File: config.mk
export PLATFORM = sky130hd
export DESIGN_NAME = info_frame_deframer
export DESIGN_NICKNAME = d
export VERILOG_FILES = /design/src/hw/rtl/ifd_pkg.sv /design/src/hw/rtl/info_frame_deframer.sv
export SDC_FILE = /design/constraint.sdc
export NUM_CORES = 1
export LEC_CHECK = 0
export CORE_MARGIN = 2
export CORE_UTILIZATION = 50
export CTS_CLUSTER_DIAMETER = 60
export CTS_CLUSTER_SIZE = 12
export DETAILED_ROUTE_END_ITERATION = 10
export DONT_BUFFER_PORTS = 1
export PLACE_DENSITY_LB_ADDON = 0.1
export SYNTH_ARGS = -nofsm -noshare
export SYNTH_HDL_FRONTEND = slang
export SYNTH_SLANG_ARGS = --single-unit
File: constraint.sdc
create_clock -name clock -period 2.17 [get_ports clock]
set_input_delay 0.217 -clock clock [delete_from_list [all_inputs] [get_ports clock]]
set_output_delay 0.217 -clock clock [all_outputs]
set_load 0.01 [all_outputs]
File: src/hw/rtl/ifd_pkg.sv
// ifd_pkg: shared constants for the information frame deframer.
// Register indexes, result kinds and header field constants.
// No dependencies.
`default_nettype none

package ifd_pkg;

   localparam int CSR_INDEX_W = 2;
   localparam logic [CSR_INDEX_W-1:0] CSR_FLAG_BYTE    = 2'd0;
   localparam logic [CSR_INDEX_W-1:0] CSR_ADDRESS_BYTE = 2'd1;
   localparam logic [CSR_INDEX_W-1:0] CSR_ESCAPE_BYTE  = 2'd2;
   localparam logic [CSR_INDEX_W-1:0] CSR_STUFF_MASK   = 2'd3;

   localparam logic [7:0] FLAG_RESET    = 8'd126;
   localparam logic [7:0] ADDRESS_RESET = 8'd3;
   localparam logic [7:0] ESCAPE_RESET  = 8'd125;
   localparam logic [7:0] MASK_RESET    = 8'd32;

   // control byte carries the sequence bit at this position
   localparam int SEQ_SHIFT = 6;

   localparam logic KIND_DATA = 1'b0;
   localparam logic KIND_END  = 1'b1;

endpackage

`default_nettype wire

File: src/hw/rtl/info_frame_deframer.sv
// info_frame_deframer: HDLC-like byte destuffing receiver with XOR block check.
// Header hunt, payload destuffing, one-word-late data output, end verdict.
// Depends on ifd_pkg.
//
//   channel | direction | handshake          | payload
//   req     | in        | req_valid/req_stall | req_rx_byte
//   rsp     | out       | rsp_valid/rsp_stall | rsp_kind, rsp_data_byte, rsp_frame_ok,
//           |           |                    | rsp_ack_sequence
//   csr     | in        | csr_valid/csr_ready | csr_index, csr_data
//
// One word per cycle sustained while rsp is not stalled: an input register feeds a
// single pass of compare and XOR logic into the result register. An accepted word
// waits in the input register until the result register is free to load from it.
// reset clears phase, sequence, payload state and restores register defaults.
// A stalled result holds the pass; req_stall rises only when the input register
// is full behind it. csr_ready is always high.
`default_nettype none

module info_frame_deframer (
   input  wire        clock,
   input  wire        reset,
   input  wire        req_valid,
   output logic       req_stall,
   input  wire  [7:0] req_rx_byte,
   output logic       rsp_valid,
   input  wire        rsp_stall,
   output logic       rsp_kind,
   output logic [7:0] rsp_data_byte,
   output logic       rsp_frame_ok,
   output logic       rsp_ack_sequence,
   input  wire        csr_valid,
   output logic       csr_ready,
   input  wire  [ifd_pkg::CSR_INDEX_W-1:0] csr_index,
   input  wire  [7:0] csr_data
);

   typedef enum logic [2:0] {
      PH_HUNT    = 3'd0,
      PH_ADDR    = 3'd1,
      PH_CTRL    = 3'd2,
      PH_HCHK    = 3'd3,
      PH_PAYLOAD = 3'd4
   } phase_type;

   logic [7:0] flag_ff, address_ff, escape_ff, mask_ff;

   logic       in_valid_ff;
   logic [7:0] in_byte_ff;

   phase_type  phase_ff, phase_in;
   logic       seq_ff, seq_in;
   logic       esc_ff, esc_in;
   logic [7:0] held_ff, held_in;
   logic       held_valid_ff, held_valid_in;
   logic [7:0] parity_ff, parity_in;

   logic       out_valid_ff, out_valid_in;
   logic       out_kind_ff, out_kind_in;
   logic [7:0] out_data_ff, out_data_in;
   logic       out_ok_ff, out_ok_in;
   logic       out_ack_ff, out_ack_in;

   logic       advance, step;
   logic [7:0] ctrl, c, payload_byte;
   logic       take_payload;

   assign advance   = !out_valid_ff || !rsp_stall;
   assign step      = in_valid_ff && advance;
   assign req_stall = in_valid_ff && !advance;
   assign csr_ready = 1'b1;

   assign c    = in_byte_ff;
   assign ctrl = {1'b0, seq_ff, 6'd0};

   always_comb begin
      phase_in      = phase_ff;
      seq_in        = seq_ff;
      esc_in        = esc_ff;
      held_in       = held_ff;
      held_valid_in = held_valid_ff;
      parity_in     = parity_ff;
      out_kind_in   = ifd_pkg::KIND_DATA;
      out_data_in   = 8'd0;
      out_ok_in     = 1'b0;
      out_ack_in    = 1'b0;
      out_valid_in  = 1'b0;
      take_payload  = 1'b0;
      payload_byte  = c;
      case (phase_ff)
         PH_ADDR: begin
            if (c == address_ff) phase_in = PH_CTRL;
            else if (c != flag_ff) phase_in = PH_HUNT;
         end
         PH_CTRL: begin
            if (c == ctrl) phase_in = PH_HCHK;
            else phase_in = (c == flag_ff) ? PH_ADDR : PH_HUNT;
         end
         PH_HCHK: begin
            if (c == (address_ff ^ ctrl)) begin
               phase_in      = PH_PAYLOAD;
               esc_in        = 1'b0;
               held_in       = 8'd0;
               held_valid_in = 1'b0;
               parity_in     = 8'd0;
            end else begin
               phase_in = (c == flag_ff) ? PH_ADDR : PH_HUNT;
            end
         end
         PH_PAYLOAD: begin
            if (c == flag_ff) begin
               // closing flag wins over a pending escape
               seq_in        = !seq_ff;
               out_valid_in  = 1'b1;
               out_kind_in   = ifd_pkg::KIND_END;
               out_ok_in     = (parity_ff == 8'd0) && held_valid_ff;
               out_ack_in    = !seq_ff;
               phase_in      = PH_HUNT;
               esc_in        = 1'b0;
               held_in       = 8'd0;
               held_valid_in = 1'b0;
               parity_in     = 8'd0;
            end else if (esc_ff) begin
               esc_in       = 1'b0;
               take_payload = 1'b1;
               payload_byte = c ^ mask_ff;
            end else if (c == escape_ff) begin
               esc_in = 1'b1;
            end else begin
               take_payload = 1'b1;
            end
         end
         default: begin
            phase_in = (c == flag_ff) ? PH_ADDR : PH_HUNT;
         end
      endcase
      // destuffed word goes out one word late, so BCC2 stays behind
      if (take_payload) begin
         out_valid_in  = held_valid_ff;
         out_data_in   = held_ff;
         held_in       = payload_byte;
         held_valid_in = 1'b1;
         parity_in     = parity_ff ^ payload_byte;
      end
   end

   always_ff @(posedge clock) begin
      if (reset) begin
         flag_ff       <= ifd_pkg::FLAG_RESET;
         address_ff    <= ifd_pkg::ADDRESS_RESET;
         escape_ff     <= ifd_pkg::ESCAPE_RESET;
         mask_ff       <= ifd_pkg::MASK_RESET;
         in_valid_ff   <= 1'b0;
         in_byte_ff    <= 8'd0;
         phase_ff      <= PH_HUNT;
         seq_ff        <= 1'b0;
         esc_ff        <= 1'b0;
         held_ff       <= 8'd0;
         held_valid_ff <= 1'b0;
         parity_ff     <= 8'd0;
         out_valid_ff  <= 1'b0;
         out_kind_ff   <= ifd_pkg::KIND_DATA;
         out_data_ff   <= 8'd0;
         out_ok_ff     <= 1'b0;
         out_ack_ff    <= 1'b0;
      end else begin
         if (csr_valid && csr_ready) begin
            case (csr_index)
               ifd_pkg::CSR_FLAG_BYTE:    flag_ff    <= csr_data;
               ifd_pkg::CSR_ADDRESS_BYTE: address_ff <= csr_data;
               ifd_pkg::CSR_ESCAPE_BYTE:  escape_ff  <= csr_data;
               ifd_pkg::CSR_STUFF_MASK:   mask_ff    <= csr_data;
               default: ;
            endcase
         end
         if (!req_stall) in_valid_ff <= req_valid;
         if (!req_stall && req_valid) in_byte_ff <= req_rx_byte;
         if (step) begin
            phase_ff      <= phase_in;
            seq_ff        <= seq_in;
            esc_ff        <= esc_in;
            held_ff       <= held_in;
            held_valid_ff <= held_valid_in;
            parity_ff     <= parity_in;
            out_valid_ff  <= out_valid_in;
            out_kind_ff   <= out_kind_in;
            out_data_ff   <= out_data_in;
            out_ok_ff     <= out_ok_in;
            out_ack_ff    <= out_ack_in;
         end else if (advance) begin
            out_valid_ff <= 1'b0;
         end
      end
   end

   assign rsp_valid        = out_valid_ff;
   assign rsp_kind         = out_kind_ff;
   assign rsp_data_byte    = out_data_ff;
   assign rsp_frame_ok     = out_ok_ff;
   assign rsp_ack_sequence = out_ack_ff;

`ifndef SYNTHESIS
   a_held_in_payload: assert property (@(posedge clock) disable iff (reset)
      held_valid_ff |-> phase_ff == PH_PAYLOAD)
      else $error("held word outside payload phase");

   a_esc_in_payload: assert property (@(posedge clock) disable iff (reset)
      esc_ff |-> phase_ff == PH_PAYLOAD)
      else $error("escape pending outside payload phase");

   a_end_clears: assert property (@(posedge clock) disable iff (reset)
      (step && out_valid_in && out_kind_in == ifd_pkg::KIND_END)
      |=> (phase_ff == PH_HUNT && !held_valid_ff && parity_ff == 8'd0))
      else $error("end of frame did not clear payload state");

   a_end_toggles_seq: assert property (@(posedge clock) disable iff (reset)
      (step && out_valid_in && out_kind_in == ifd_pkg::KIND_END)
      |=> (seq_ff != $past(seq_ff) && rsp_ack_sequence == seq_ff))
      else $error("sequence bit not toggled on end of frame");

   a_stall_full: assert property (@(posedge clock) disable iff (reset)
      req_stall |-> (in_valid_ff && out_valid_ff && rsp_stall))
      else $error("input stalled without a blocked result");
`endif

endmodule

`default_nettype wire
==> summary.txt <==
Clock network
  – Clock H-tree levels: 3
  – Worst-path clk slew: 0.07 ns
  – CTS Buf Count: 9
  – Worst-Skew Late Latency: 0.35 ns
  – Clk sinks: 75
  – Clock Tree Buf Depth: 2
  – CTS tree: built
  – Root buf cell: clkbuf_8

Final layout
  – Finished Cell Area: 0.00391 mm2
  – Core Util, Final: 56.9%
  – # diodes: 0
  – Commonest non-fill, non-tap cell in the layout: nand2_1
  – # nets final: 416
  – Synth-to-layout area growth: 9.30%
  – Highest-count cells in the layout ignoring fill and taps: nand2_1 (75), dfxtp_1 (73), nor2_1 (27)
  – Layout cells sized above 1: 13.6%

Timing
  – Slew margin rel.: 59.3%
  – Fin crit share: 90.0%
  – Setup Skew: 0.00740 ns
  – Final setup vio count: 0
  – Slew at the pin closest to its max-slew limit: 0.610 ns
  – Final Hold Vio Count: 0
  – RSZ-0062 raised after global routing: no
  – Final setup TNS: 0 ns
  – Max Clock Freq: 512 MHz
  – Slew Viols, Final: 0
  – Crit path time final: 1.95 ns

Status
  – Status: complete, no violations

Global route
  – First-pass GRT wire length: 13.5 mm
  – Initial antenna violation count: 0
  – Vias in the first global route: 2524
  – GRT Overall Usage: 23.0%
  – Largest net degree at the start of global routing: 41
  – GRT overflow: 0

Floorplanning
  – Vert. Die Dim: 88.6 um
  – Initial Util: 52.1%
  – Chip width: 88.6 um
  – Die footprint: 0.00785 mm2
  – Core Area: 0.00687 mm2
  – Number of I/O pins: 37
  – Cell Rows: 30

Critical path
  – Max Fanout on Critical Path: 9
  – Crit path DAT: 2.23 ns
  – Critical path class: reg -> reg
  – CP Capture Type: flop
  – CP startpoint kind: flop
  – Worst Path Required: 2.45 ns
  – Worst R2R Path Depth: 6
  – Slowest CP cell: nor4_4
  – Crit path largest cell delay: 0.51 ns
  – CP Cell Sequence: nor3b_4 > buf_4 > nand2_1 > nor4_4 > a21oi_1 > o21ai_1

Pwr
  – Combinational power share: 8.0%
  – NetSw: 682 uW
  – Sequential power share: 50.0%
  – Lkg Pwr: 1.41 nW
  – Internal: 2.22 mW
  – Clk network pwr share: 42.0%
  – Switching power share of the total: 23.5%
  – Cell area power density: 742 mW/mm2
  – Tot Pwr: 2.90 mW
  – Worst VDD drop: 504 uV

Synth
  – Biggest area consumer among synthesized cells: dfxtp_1
  – Top_reg_cell synth: dfxtp_1
  – Area share of the largest cell type after synthesis: 42.0%
  – Unique masters post-synth: 58
  – Register area share after synthesis: 42.0%
  – Avg Cell Area, Syn: 9.15 um2
  – Syn Nets: 414
  – Largest cells by area after synthesis: dfxtp_1 (42%), nand2_1 (7.9%), mux2i_1 (4.8%)
  – Post-synth ARST share: 0%
  – Synth warnings: 0
  – Cells after synthesis: 391
  – EDFF count, synth: 0
  – Yosys reg bits: 75
  – Mapped Area: 0.00358 mm2

Routing
  – Total number of vias: 2657
  – TritonRoute pass-1 iters: 4
  – ANT nets after route: 0
  – Drc violations: 0
  – Initial drt markers: 77
  – Final wirelength: 8.37 mm
  – Wire per inst: 16.9 um
  – Post-DR vias/cell: 5.38

Place
  – PortBufs: 0
  – GPL Wtd Cong: 0.824
  – DP HPWL: 5.76 mm
  – Placed Area: 0.00355 mm2

Worst hold path
  – Hold Crit Class: in -> reg
  – WHS Path Cells: 2

Flow run
  – Max_cap viols: 0
[routing by layer]
layer | global-route usage (%) | wire [um] | vias to the layer above
li1 | - | - | 1335
met1 | 30.2 | 3990 | 1246
met2 | 36.5 | 3860 | 63
met3 | 5.32 | 327 | 13
met4 | 9.64 | 197 | 0
met5 | 0 | 0 | -
[logic make-up (layout without fill, tap and decap cells)]
logic type / Yosys count / after routing / synth area share, %
and+or+nand+nor: 157 / 157 / 22.7
DFF: 75 / 75 / 42.0
AOI/OAI and AO/OA: 68 / 68 / 12.9
xor gates and xnor gates: 37 / 37 / 10.3
buffers and inverters: 35 / 42 / 6.82
muxes: 18 / 18 / 5.18
other: 1 / 1 / 0.105
[critical path: cells and delay by family (launching register included)]
| kind | cells | cell delay [ns] |
|---|---|---|
| and+or+nand+nor | 3 | 0.95 |
| DFF | 1 | 0.45 |
| AOI/OAI and AO/OA | 2 | 0.25 |
| buffers and inverters | 1 | 0.23 |
[cell type report]
type	count	area (um2)
clock buffer	12	155
clock inverter	4	72.6
fill	632	2960
inverter	8	43.8
multi-input combinational	281	1830
sequential	75	1500
tap	96	120
timing repair buffer	18	183
[metrics by stage]
stage,hold WS (ns),setup slack (ns),std cells
2_1_floorplan,0.339,0.427,391
3_3_place_gp,0.287,0.00381,467
3_5_place_dp,0.290,0.00763,467
4_1_cts,0.00241,0.100,494
5_1_grt,0.00333,0.0767,494
6_report,0.0121,0.217,494
[timing repair]
item | in CTS | in global routing
gates resized for setup | 0 | 2
hold endpoints to repair | 56 | 0
hold buffers | 10 | 0
setup buffers | 1 | 0
pin swaps | 1 | 0
setup endpoints to repair | 9 | 3
[synthesized netlist by cell type, types with 3 or more instances]
master,n
a21oi_1,23
a22oi_1,8
buf_2,5
buf_6,7
clkbuf_1,9
dfxtp_1,75
inv_1,7
mux2i_1,17
nand2_1,75
nand3_1,12
nand3_2,4
nand4_1,4
nor2_1,27
nor3_1,3
nor4_4,3
o2111ai_1,7
o21ai_0,3
o21ai_1,13
or3_1,8
xnor2_1,17
xor2_1,15
xor2_2,3
[path summary, 6_finish.rpt]
check	from	endpoint	slack, ns
setup reg to reg	phase_ff[2]	parity_ff[1]	0.22
hold reg to reg	held_ff[4]	held_ff[4]	0.45
hold / removal	csr_data[4]	mask_ff[4]	0.01
setup / recovery	phase_ff[2]	parity_ff[1]	0.22
[power by group through the flow]
stage | Sequential, mW | Clock, mW | Combinational (mW)
floorplan | 1.46 | 0 | 0.201
global placement | 1.48 | 0 | 0.188
detailed placement | 1.48 | 0 | 0.190
CTS | 1.45 | 1.24 | 0.231
global route | 1.46 | 1.30 | 0.254
finish | 1.45 | 1.22 | 0.231
[registers in the layout, indices dropped and copies added (netlist names), 3 cells and up]
name,cells
mask_ff,8
held_ff,8
escape_ff,8
flag_ff,8
parity_ff,8
c,8
phase_ff,3
rsp_data_byte,8
address_ff,8
Note: power is estimated with default switching activity, not from simulation.
